## config.mk

```make
export PLATFORM = sky130hd
export DESIGN_NAME = sdtq_chain
export DESIGN_NICKNAME = d
export VERILOG_FILES = /design/src/rtl/core/sdtq_pkg.sv /design/src/rtl/core/sdtq_cell.sv /design/src/rtl/core/sdtq_chain.sv
export SDC_FILE = /design/constraint.sdc
export NUM_CORES = 2
export LEC_CHECK = 0
export BUFFER_PORTS_ARGS = -buffer_cell sky130_fd_sc_hd__buf_2
export CORE_ASPECT_RATIO = 1.75
export CORE_MARGIN = 2
export CORE_UTILIZATION = 60
export CTS_CLUSTER_SIZE = 40
export DETAILED_ROUTE_END_ITERATION = 10
export PLACE_DENSITY = 0.76
export SYNTH_ARGS = -nofsm -noshare
export SYNTH_HDL_FRONTEND = slang
export SYNTH_SLANG_ARGS = --single-unit
```

## constraint.sdc

```tcl
create_clock -name clock -period 12.3 [get_ports clock]
set_clock_uncertainty 0.05 [all_clocks]
set_input_delay 0.615 -clock clock [delete_from_list [all_inputs] [get_ports clock]]
set_output_delay 0.615 -clock clock [all_outputs]
set_load 0.05 [all_outputs]
```

## src/rtl/core/sdtq_pkg.sv

```systemverilog
// Shared types and constants for the sorted deadline timer queue.
// Used by the channel interfaces, the cell chain and the top level.
package sdtq_pkg;

   localparam int SLOT_W     = 4;
   localparam int DELAY_W    = 32;
   localparam int TIME_W     = 64;
   localparam int OWNER_W    = 8;
   localparam int SIGNAL_W   = 7;
   localparam int RAISE_W    = 6;

   localparam logic [1:0] OP_ARM    = 2'd0;
   localparam logic [1:0] OP_CANCEL = 2'd1;
   localparam logic [1:0] OP_CHECK  = 2'd2;
   localparam logic [1:0] OP_UNUSED = 2'd3;

   localparam logic KIND_EXPIRED = 1'b0;
   localparam logic KIND_STATUS  = 1'b1;

   localparam logic [SIGNAL_W-1:0] MAX_SIGNAL_CODE = 7'd64;
   localparam logic [SIGNAL_W-1:0] NO_SIGNAL       = 7'd0;

   typedef struct packed {
      logic [1:0]          opcode;
      logic [SLOT_W-1:0]   slot;
      logic [DELAY_W-1:0]  delay;
      logic [TIME_W-1:0]   now;
      logic [OWNER_W-1:0]  owner;
      logic [SIGNAL_W-1:0] signal_code;
   } req_type;

   typedef struct packed {
      logic                kind;
      logic [SLOT_W-1:0]   expired_slot;
      logic [OWNER_W-1:0]  expired_owner;
      logic                raise_valid;
      logic [RAISE_W-1:0]  raise_number;
      logic                alarm_update;
      logic                alarm_enabled;
      logic [TIME_W-1:0]   alarm_time;
      logic                last;
   } rsp_type;

   typedef struct packed {
      logic [SLOT_W-1:0]   slot;
      logic [TIME_W-1:0]   deadline;
      logic [SIGNAL_W-1:0] signal_code;
   } cell_data_type;

   typedef enum logic [2:0] {
      CELL_HOLD,
      CELL_SPREAD,
      CELL_REMOVE,
      CELL_INSERT,
      CELL_POP
   } cell_op_type;

   typedef struct packed {
      cell_op_type         op;
      logic [SLOT_W-1:0]   slot;
      cell_data_type       data;
   } cell_cmd_type;

endpackage

```

## src/rtl/core/sdtq_cell.sv

```systemverilog
// One cell of the sorted timer chain: holds one pending entry.
// Trades entries with its neighbours under a broadcast command from sdtq_pkg.
module sdtq_cell #(
   parameter int OWNER_BITS = 8
) (
   input  logic                    clock,
   input  logic                    reset,
   input  sdtq_pkg::cell_cmd_type  cmd,
   input  logic [OWNER_BITS-1:0]   ins_owner,
   input  logic                    left_valid,
   input  sdtq_pkg::cell_data_type left_data,
   input  logic [OWNER_BITS-1:0]   left_owner,
   input  logic                    left_flag,
   input  logic                    left_after,
   input  logic                    right_valid,
   input  sdtq_pkg::cell_data_type right_data,
   input  logic [OWNER_BITS-1:0]   right_owner,
   output logic                    valid,
   output sdtq_pkg::cell_data_type data,
   output logic [OWNER_BITS-1:0]   owner,
   output logic                    flag,
   output logic                    after
);

   logic                    valid_ff, valid_in;
   sdtq_pkg::cell_data_type data_ff, data_in;
   logic [OWNER_BITS-1:0]   owner_ff, owner_in;
   logic                    flag_ff, flag_in;
   logic                    match;

   assign match = valid_ff && (data_ff.slot == cmd.slot);
   assign after = valid_ff && (data_ff.deadline <= cmd.data.deadline);

   always_comb begin
      valid_in = valid_ff;
      data_in  = data_ff;
      owner_in = owner_ff;
      flag_in  = flag_ff;
      case (cmd.op)
         sdtq_pkg::CELL_SPREAD: begin
            flag_in = flag_ff | left_flag | match;
         end
         sdtq_pkg::CELL_REMOVE: begin
            if (flag_ff) begin
               valid_in = right_valid;
               data_in  = right_data;
               owner_in = right_owner;
            end
            flag_in = 1'b0;
         end
         sdtq_pkg::CELL_POP: begin
            valid_in = right_valid;
            data_in  = right_data;
            owner_in = right_owner;
         end
         sdtq_pkg::CELL_INSERT: begin
            if (!after) begin
               if (left_after) begin
                  valid_in = 1'b1;
                  data_in  = cmd.data;
                  owner_in = ins_owner;
               end else begin
                  valid_in = left_valid;
                  data_in  = left_data;
                  owner_in = left_owner;
               end
            end
         end
         default: begin
         end
      endcase
   end

   always_ff @(posedge clock) begin
      if (reset) begin
         valid_ff <= 1'b0;
         flag_ff  <= 1'b0;
      end else begin
         valid_ff <= valid_in;
         flag_ff  <= flag_in;
      end
   end

   always_ff @(posedge clock) begin
      data_ff  <= data_in;
      owner_ff <= owner_in;
   end

   assign valid = valid_ff;
   assign data  = data_ff;
   assign owner = owner_ff;
   assign flag  = flag_ff;

endmodule

```

## src/rtl/core/sdtq_chain.sv

```systemverilog
// Row of sdtq_cell instances kept in ascending deadline order, head at cell 0.
// Depends on sdtq_pkg and sdtq_cell.
module sdtq_chain #(
   parameter int NUM_SLOTS  = 16,
   parameter int OWNER_BITS = 8
) (
   input  logic                    clock,
   input  logic                    reset,
   input  sdtq_pkg::cell_cmd_type  cmd,
   input  logic [OWNER_BITS-1:0]   ins_owner,
   output logic                    head_valid,
   output sdtq_pkg::cell_data_type head_data,
   output logic [OWNER_BITS-1:0]   head_owner
);

   logic                    valid_w [NUM_SLOTS];
   sdtq_pkg::cell_data_type data_w  [NUM_SLOTS];
   logic [OWNER_BITS-1:0]   owner_w [NUM_SLOTS];
   logic                    flag_w  [NUM_SLOTS];
   logic                    after_w [NUM_SLOTS];

   for (genvar i = 0; i < NUM_SLOTS; i++) begin : g_cell
      logic                    lv, lf, la, rv;
      sdtq_pkg::cell_data_type ld, rd;
      logic [OWNER_BITS-1:0]   lo, ro;

      if (i == 0) begin : g_head
         assign lv = 1'b0;
         assign ld = cmd.data;
         assign lo = ins_owner;
         assign lf = 1'b0;
         assign la = 1'b1;
      end else begin : g_body
         assign lv = valid_w[i-1];
         assign ld = data_w[i-1];
         assign lo = owner_w[i-1];
         assign lf = flag_w[i-1];
         assign la = after_w[i-1];
      end

      if (i == NUM_SLOTS - 1) begin : g_tail
         assign rv = 1'b0;
         assign rd = cmd.data;
         assign ro = ins_owner;
      end else begin : g_mid
         assign rv = valid_w[i+1];
         assign rd = data_w[i+1];
         assign ro = owner_w[i+1];
      end

      sdtq_cell #(
         .OWNER_BITS (OWNER_BITS)
      ) u_cell (
         .clock       (clock),
         .reset       (reset),
         .cmd         (cmd),
         .ins_owner   (ins_owner),
         .left_valid  (lv),
         .left_data   (ld),
         .left_owner  (lo),
         .left_flag   (lf),
         .left_after  (la),
         .right_valid (rv),
         .right_data  (rd),
         .right_owner (ro),
         .valid       (valid_w[i]),
         .data        (data_w[i]),
         .owner       (owner_w[i]),
         .flag        (flag_w[i]),
         .after       (after_w[i])
      );
   end

   assign head_valid = valid_w[0];
   assign head_data  = data_w[0];
   assign head_owner = owner_w[0];

endmodule

```

== After elaboration in Yosys (flattened, before gate mapping) ==
Index checks and enable logic that the tools add are counted.
Cells by class
  $add $sub $neg: 0
  $mul: 0
  divide/modulo/power cells: 0
  $lt $le $gt $ge: 16
  equal/unequal tests: 52
  shift operators: 0
  multiplexer cells: 205
  bitwise operators: 31
  reductions and logical operators: 50
Operators by type and width (count)
  75-bit one-hot mux with 3 select lines: 16
  75-bit 2-to-1 mux: 47
  64-bit less-or-equal comparator: 16
  8-bit one-hot mux with 3 select lines: 16
  8-bit 2-to-1 mux: 47
  4-bit == test: 16
  1-bit one-hot mux with 3 select lines: 16
  3-bit AND reduction: 16
  1-bit 2-to-1 mux: 47
  1-bit logical AND: 32
  2-bit by 1-bit inequality test with 1-bit output, second input constant: 16
  2-bit inequality test, second input constant: 16
  1-bit one-hot mux with 2 select lines: 16
  1-bit OR: 31
  3-bit by 2-bit == test with 1-bit output, second input constant: 2
  3-bit by 1-bit == test with 1-bit output, second input constant: 1
  3-bit == test, second input constant: 1
  3-bit nonzero test: 1
  2-bit nonzero test: 1
Storage, ports and cells
  register bits: 1360
  bits in latches: 0
  memory bits (writable): 0
  ROM bits: 0
  bits of input ports: 92
  output and inout bits: 84
  word-level logic and storage cells: 450
  memories kept: 0

== Depth between registers and ports, before layout ==
  depth in word-level cells: 5
  mapped depth: 13
  mapped depth without buffers: 10

== Modules after synthesis ==
Synthesis repeated with hierarchy kept, for this count alone.
Second synthesis, totals
  cell total of the unflattened synthesis: 9874
  area, all modules: 95479.1 um^2
Modules (own cells, without submodules)
  sdtq_cell: times used 16, cells each 617, area each 5967.0 um^2, sequential area each 2532.4 um^2
  sdtq_chain: times used 1, cells each 2, area each 7.5 um^2, sequential area each 0.0 um^2

== Worst setup path before layout ==
Ideal clock, no wire load.
  kind: in2reg
  start point: input cmd[13] (netlist bit)
  end point: register g_cell[10].u_cell.data_ff (netlist bit g_cell[10].u_cell.data[0]) (enable)
  library setup time: 0.639 ns
  data arrival time: 8.906 ns
  required time: 11.611 ns
  setup slack: 2.705 ns
  cell stages on the path: 12
  path buffers: 2
  path through: inv_1 ha_1 nand4_1 or4_1 a21o_1 o211ai_1 a211oi_1 a21oi_1 clkbuf_1 buf_2 mux2i_1 o21ai_0
Between the ends
  word-level cells in the longest chain between the ends: 4
Ends and longest elaborated chain
  start: declaration: RTL line sdtq_chain.sv:9  | input sdtq_pkg::cell_cmd_type cmd,
  64-bit less-or-equal comparator: RTL line sdtq_cell.sv:32  | assign after = valid_ff && (data_ff.deadline <= cmd.data.deadline);
  1-bit logical AND: RTL line sdtq_cell.sv:32
  2-bit inequality test (no line)
  3-bit AND reduction (no line)
  end signal: assignment: RTL line sdtq_cell.sv:85  | data_ff <= data_in;
  end: declaration: RTL line sdtq_cell.sv:26  | sdtq_pkg::cell_data_type data_ff, data_in;
No other way between the ends.
A chain may end at the register's enable or synchronous reset.

== Worst setup path in the final report ==
  start point: input cmd[69] (netlist bit)
  end point: register g_cell[11].u_cell.data_ff (netlist bit g_cell[11].u_cell.data[34]) (enable)
Between the ends
  word-level cells in the longest chain between the ends: 4
Ends and longest elaborated chain (RTL line)
  64-bit less-or-equal comparator: sdtq_cell.sv:32
  1-bit logical AND: sdtq_cell.sv:32
  2-bit inequality test (no line)
  3-bit AND reduction (no line)
  end signal: assignment: sdtq_cell.sv:85
  end: declaration: sdtq_cell.sv:26
No other way between the ends.

==> results.yml <==
clock_tree:
  clock_latency_ns: 0.85
  cts_max_level: 4
  clock_tree.root_cell: "sky130_fd_sc_hd__clkbuf_16"
  postCtsHoldBufs: 0
  max_clock_buf_depth: 4
  tritoncts: "done"
  postCtsResizedCells: 0
  cts_buffers: 146
  worst_setup_hold_path_clk_slew_ns: 0.07
  cts_num_sinks: 1360
  post-cts-setup-buffers: 0
yosys:
  syn_avg_cell_area_sq_um: 10.1
  ys_dominant_reg_cell: "sky130_fd_sc_hd__edfxtp_1"
  synthArstFlopShare_pct: 0
  yosysTopAreaCell: "sky130_fd_sc_hd__edfxtp_1"
  count_of_unique_library_cells_instantiated_by_yosys: 67
  yosysSeqAreaShare_pct: 43.4
  dominant_cell_by_count_in_the_synthesized_netlist: "sky130_fd_sc_hd__nand2_1"
  ys_warn_count: 0
  syn_nets: 10396
  synth_area_sq_mm: 0.0933
  yosys_register_bits: 1360
  post_synth_inst_count: 9280
  synth_edf_count: 1328
  synthTopCellsByArea: "sky130_fd_sc_hd__edfxtp_1 43%, sky130_fd_sc_hd__ha_1 14%, sky130_fd_sc_hd__mux2i_1 7.3%"
  synthDominantCellAreaShare_pct: 42.7
  synth_top_cells_by_count: "1,459 x sky130_fd_sc_hd__nand2_1, 1,328 x sky130_fd_sc_hd__edfxtp_1, 1,024 x sky130_fd_sc_hd__ha_1"
pwr:
  report.power.total_mw: 12.5
  p_clk_share_pct: 35.0
  internal-power_mw: 8.64
  power.density_cell_area_mw_per_mm2: 125
  power.share.sequential_pct: 46.6
  total_switching_power_mw: 3.90
  netSwitchingFraction_pct: 31.1
  power_leakage_nw: 43.7
  vdd_drop_max_mv: 0.134
  comb_power_share_pct: 18.5
placed_design:
  gpl_wtd_cong: 1.03
  buffer_ports.inserted: 175
  detailedPlacementHpwl_mm: 259
min_path:
  hold_end: "g_cell[5].u_cell.flag"
  holdCritStartpoint: "cmd[81]"
  hold_class: "in2reg"
  holdPathStages: 4
global_route:
  globalRoute.totalOverflow: 0
  grt_pass1_wl_mm: 560
  grt_antenna_before_repair: 55
  overall_routing_resource_usage_pct: 48.8
  number_of_global_route_vias_before_repair: 81206
  maximum_number_of_pins_on_one_net_before_global_route_repair: 286
setup_path:
  setup.worst_path.start_class: "input pin"
  regToRegEndpoint: "g_cell[11].u_cell.data[34]"
  timing.critical_path.mode_cell: "sky130_fd_sc_hd__buf_4"
  cp.required_ns: 12.68
  cp_max_fo: 36
  timing.critical_path.slowest_stage_cell: "sky130_fd_sc_hd__nor4_1"
  path_cells: "buf_2 -> inv_1 -> ha_1 -> nand4_1 -> nor4_1 -> o31ai_1 -> a21oi_4 -> mux2i_1 -> o21ai_4 -> buf_4 -> buf_4"
  worstPathArrival_ns: 7.56
  r2r_start: "g_cell[11].u_cell.data[68]"
  criticalPathCategory: "in2reg"
  r2r_cells: 9
  r2r_setup_slack_ns: 5.29
  critPathMaxStageDelay_ns: 1.32
  setup.worst_path.end_class: "flip-flop"
outcome:
  status: "finished with violations"
  failed_checks: "capacitance limit, slew limit"
timing:
  timing.slew.headroom_pct: -8.26
  timing.final.setup_violations: 0
  finalWorstPathRequiredPeriod_ns: 7.18
  totalNegativeSetupSlack_ns: 0
  rsz0062_at_grt: "false"
  timing_max_transition_violations_final: 74
  timing_limited_maximum_frequency_ghz: 0.139
  finalHoldViolCount: 0
  timing.final.crit_share_pct: 58.4
  worst-slew-pin-transition_ns: 1.61
floorplanning:
  floorplan.initialDensity_pct: 60.3
  placementRows: 191
  die_extent_in_x_microns: 302
  top_level_ports: 176
  die_area_sq_mm: 0.159
  floorplan.core_area_sq_mm: 0.155
  dieHeight_microns: 526
finish:
  finish.net_count: 10214
  multiInputGateArea_sq_mm: 0.0501
  sequential_cell_area_sq_mm: 0.0405
  final.fill_count: 12441
  area_overhead_of_the_layout_relative_to_synthesis_pct: 7.70
  final_layout_size_suffix_gt1_share_pct: 9.26
detailed_routing:
  dr.first_iter.drc_count: 11004
  drt_pre_antenna_iters: 7
  detail_route.wirelength_mm: 394
  drt_drc_violations_left: 0
  routedWlPerCell_microns: 34.9
  vias: 83221
  route.antenna.remaining_nets: 0
  detail_route.vias_per_cell: 7.39
job:
  max_capacitance_violation_total: 7
kinds of logic after synthesis:
kind of cell,count (synthesis),synth area share (%)
AO/OA/AOI/OAI,2445,16.4
XOR/XNOR,65,0.610
adder cells (fa/ha/maj),1024,13.7
buffers and inverters,808,3.39
flip-flops,1360,43.4
multiplexers,847,9.31
AND/OR/NAND/NOR,2731,13.2
cell type report:
class,count,area share [%]
Tap cell,2026,2.52
Antenna cell,36,0.0896
Timing Repair Buffer,341,2.29
Multi-Input combinational cell,7112,49.9
Inverter,137,0.512
Clock inverter,67,0.515
Clock buffer,186,3.89
Sequential cell,1360,40.3
routing by layer:
metal | share of wire (%) | global-route usage, % | vias up
met3 | 12 | 15.0 | 2328
li1 | - | - | 35115
met5 | 0.058 | 0 | -
met2 | 44 | 73.9 | 6309
met4 | 13 | 51.4 | 34
met1 | 31 | 51.7 | 39435
worst max-delay path by stage:
stage | start | end | depth (start not counted)
global placement | cmd[49] | g_cell[11].u_cell.data[12] | 13
detailed placement | cmd[69] | g_cell[11].u_cell.data[11] | 11
floorplan | cmd[13] | g_cell[10].u_cell.data[0] | 12
global route | cmd[69] | g_cell[11].u_cell.data[34] | 13
finish | cmd[69] | g_cell[11].u_cell.data[34] | 11
CTS | cmd[69] | g_cell[11].u_cell.data[34] | 11
layout by cell type, fill, tap and decap left out, types with 23 or more instances in the layout:
| cell | count |
|---|---|
| sky130_fd_sc_hd__nand2_1 | 1454 |
| sky130_fd_sc_hd__edfxtp_1 | 1328 |
| sky130_fd_sc_hd__ha_1 | 1024 |
| sky130_fd_sc_hd__o21ai_0 | 824 |
| sky130_fd_sc_hd__mux2i_1 | 682 |
| sky130_fd_sc_hd__a21oi_1 | 550 |
| sky130_fd_sc_hd__o211ai_1 | 353 |
| sky130_fd_sc_hd__nor2_1 | 337 |
| sky130_fd_sc_hd__nand3_1 | 296 |
| sky130_fd_sc_hd__nand4_1 | 291 |
| sky130_fd_sc_hd__a21o_1 | 206 |
| sky130_fd_sc_hd__buf_2 | 176 |
| sky130_fd_sc_hd__mux2_2 | 165 |
| sky130_fd_sc_hd__clkbuf_16 | 149 |
| sky130_fd_sc_hd__buf_4 | 148 |
| sky130_fd_sc_hd__inv_1 | 137 |
| sky130_fd_sc_hd__nor4_1 | 133 |
| sky130_fd_sc_hd__a211oi_1 | 102 |
| sky130_fd_sc_hd__o22ai_1 | 89 |
| sky130_fd_sc_hd__a311oi_1 | 86 |
| sky130_fd_sc_hd__o221a_2 | 83 |
| sky130_fd_sc_hd__xor2_1 | 46 |
| sky130_fd_sc_hd__nor2b_1 | 41 |
| sky130_fd_sc_hd__diode_2 | 36 |
| sky130_fd_sc_hd__nor3_1 | 34 |
| sky130_fd_sc_hd__a221oi_1 | 33 |
| sky130_fd_sc_hd__clkbuf_1 | 33 |
| sky130_fd_sc_hd__dfxtp_1 | 30 |
| sky130_fd_sc_hd__clkinv_2 | 27 |
| sky130_fd_sc_hd__nand2b_1 | 26 |
| sky130_fd_sc_hd__and4_1 | 23 |
critical path, delay by kind of cell:
family | cells | cell delay (ns)
compound gates | 3 | 2.29
fa+ha+maj | 1 | 0.48
buf+inv | 4 | 2.14
mux | 1 | 0.27
simple gates | 2 | 1.61
power by group through the flow:
stage               clock [mW]  sequential (mW)  combinational (mW)
detailed placement           0             5.92                2.19
CTS                       4.37             5.82                2.20
global route              4.52             5.85                2.46
global placement             0             5.91                2.11
finish                    4.39             5.84                2.32
floorplan                    0             5.86                1.37
registers in the layout (all words and copies together), names as in the netlist:
register / flops
g_cell.u_cell.data: 1200
g_cell.u_cell.flag: 16
g_cell.u_cell.owner: 128
g_cell.u_cell.valid: 16
through the flow:
| stage | hold slack, ns | std cells | cell area, sq um | utilization, % | setup slack [ns] |
|---|---|---|---|---|---|
| floorplan | 0.383 | 9280 | 93300 | - | 2.70 |
| global placement | 0.400 | 10969 | 95800 | 62.0 | 4.46 |
| detailed placement | 0.411 | 10970 | 95900 | 62.0 | 4.56 |
| CTS | 0.204 | 11223 | 100000 | 64.9 | 5.36 |
| global route | 0.243 | 11242 | 100000 | 65.0 | 5.28 |
| finish | 0.223 | 11265 | 100000 | 65.0 | 5.12 |
Note: power is estimated with default switching activity, not from simulation.
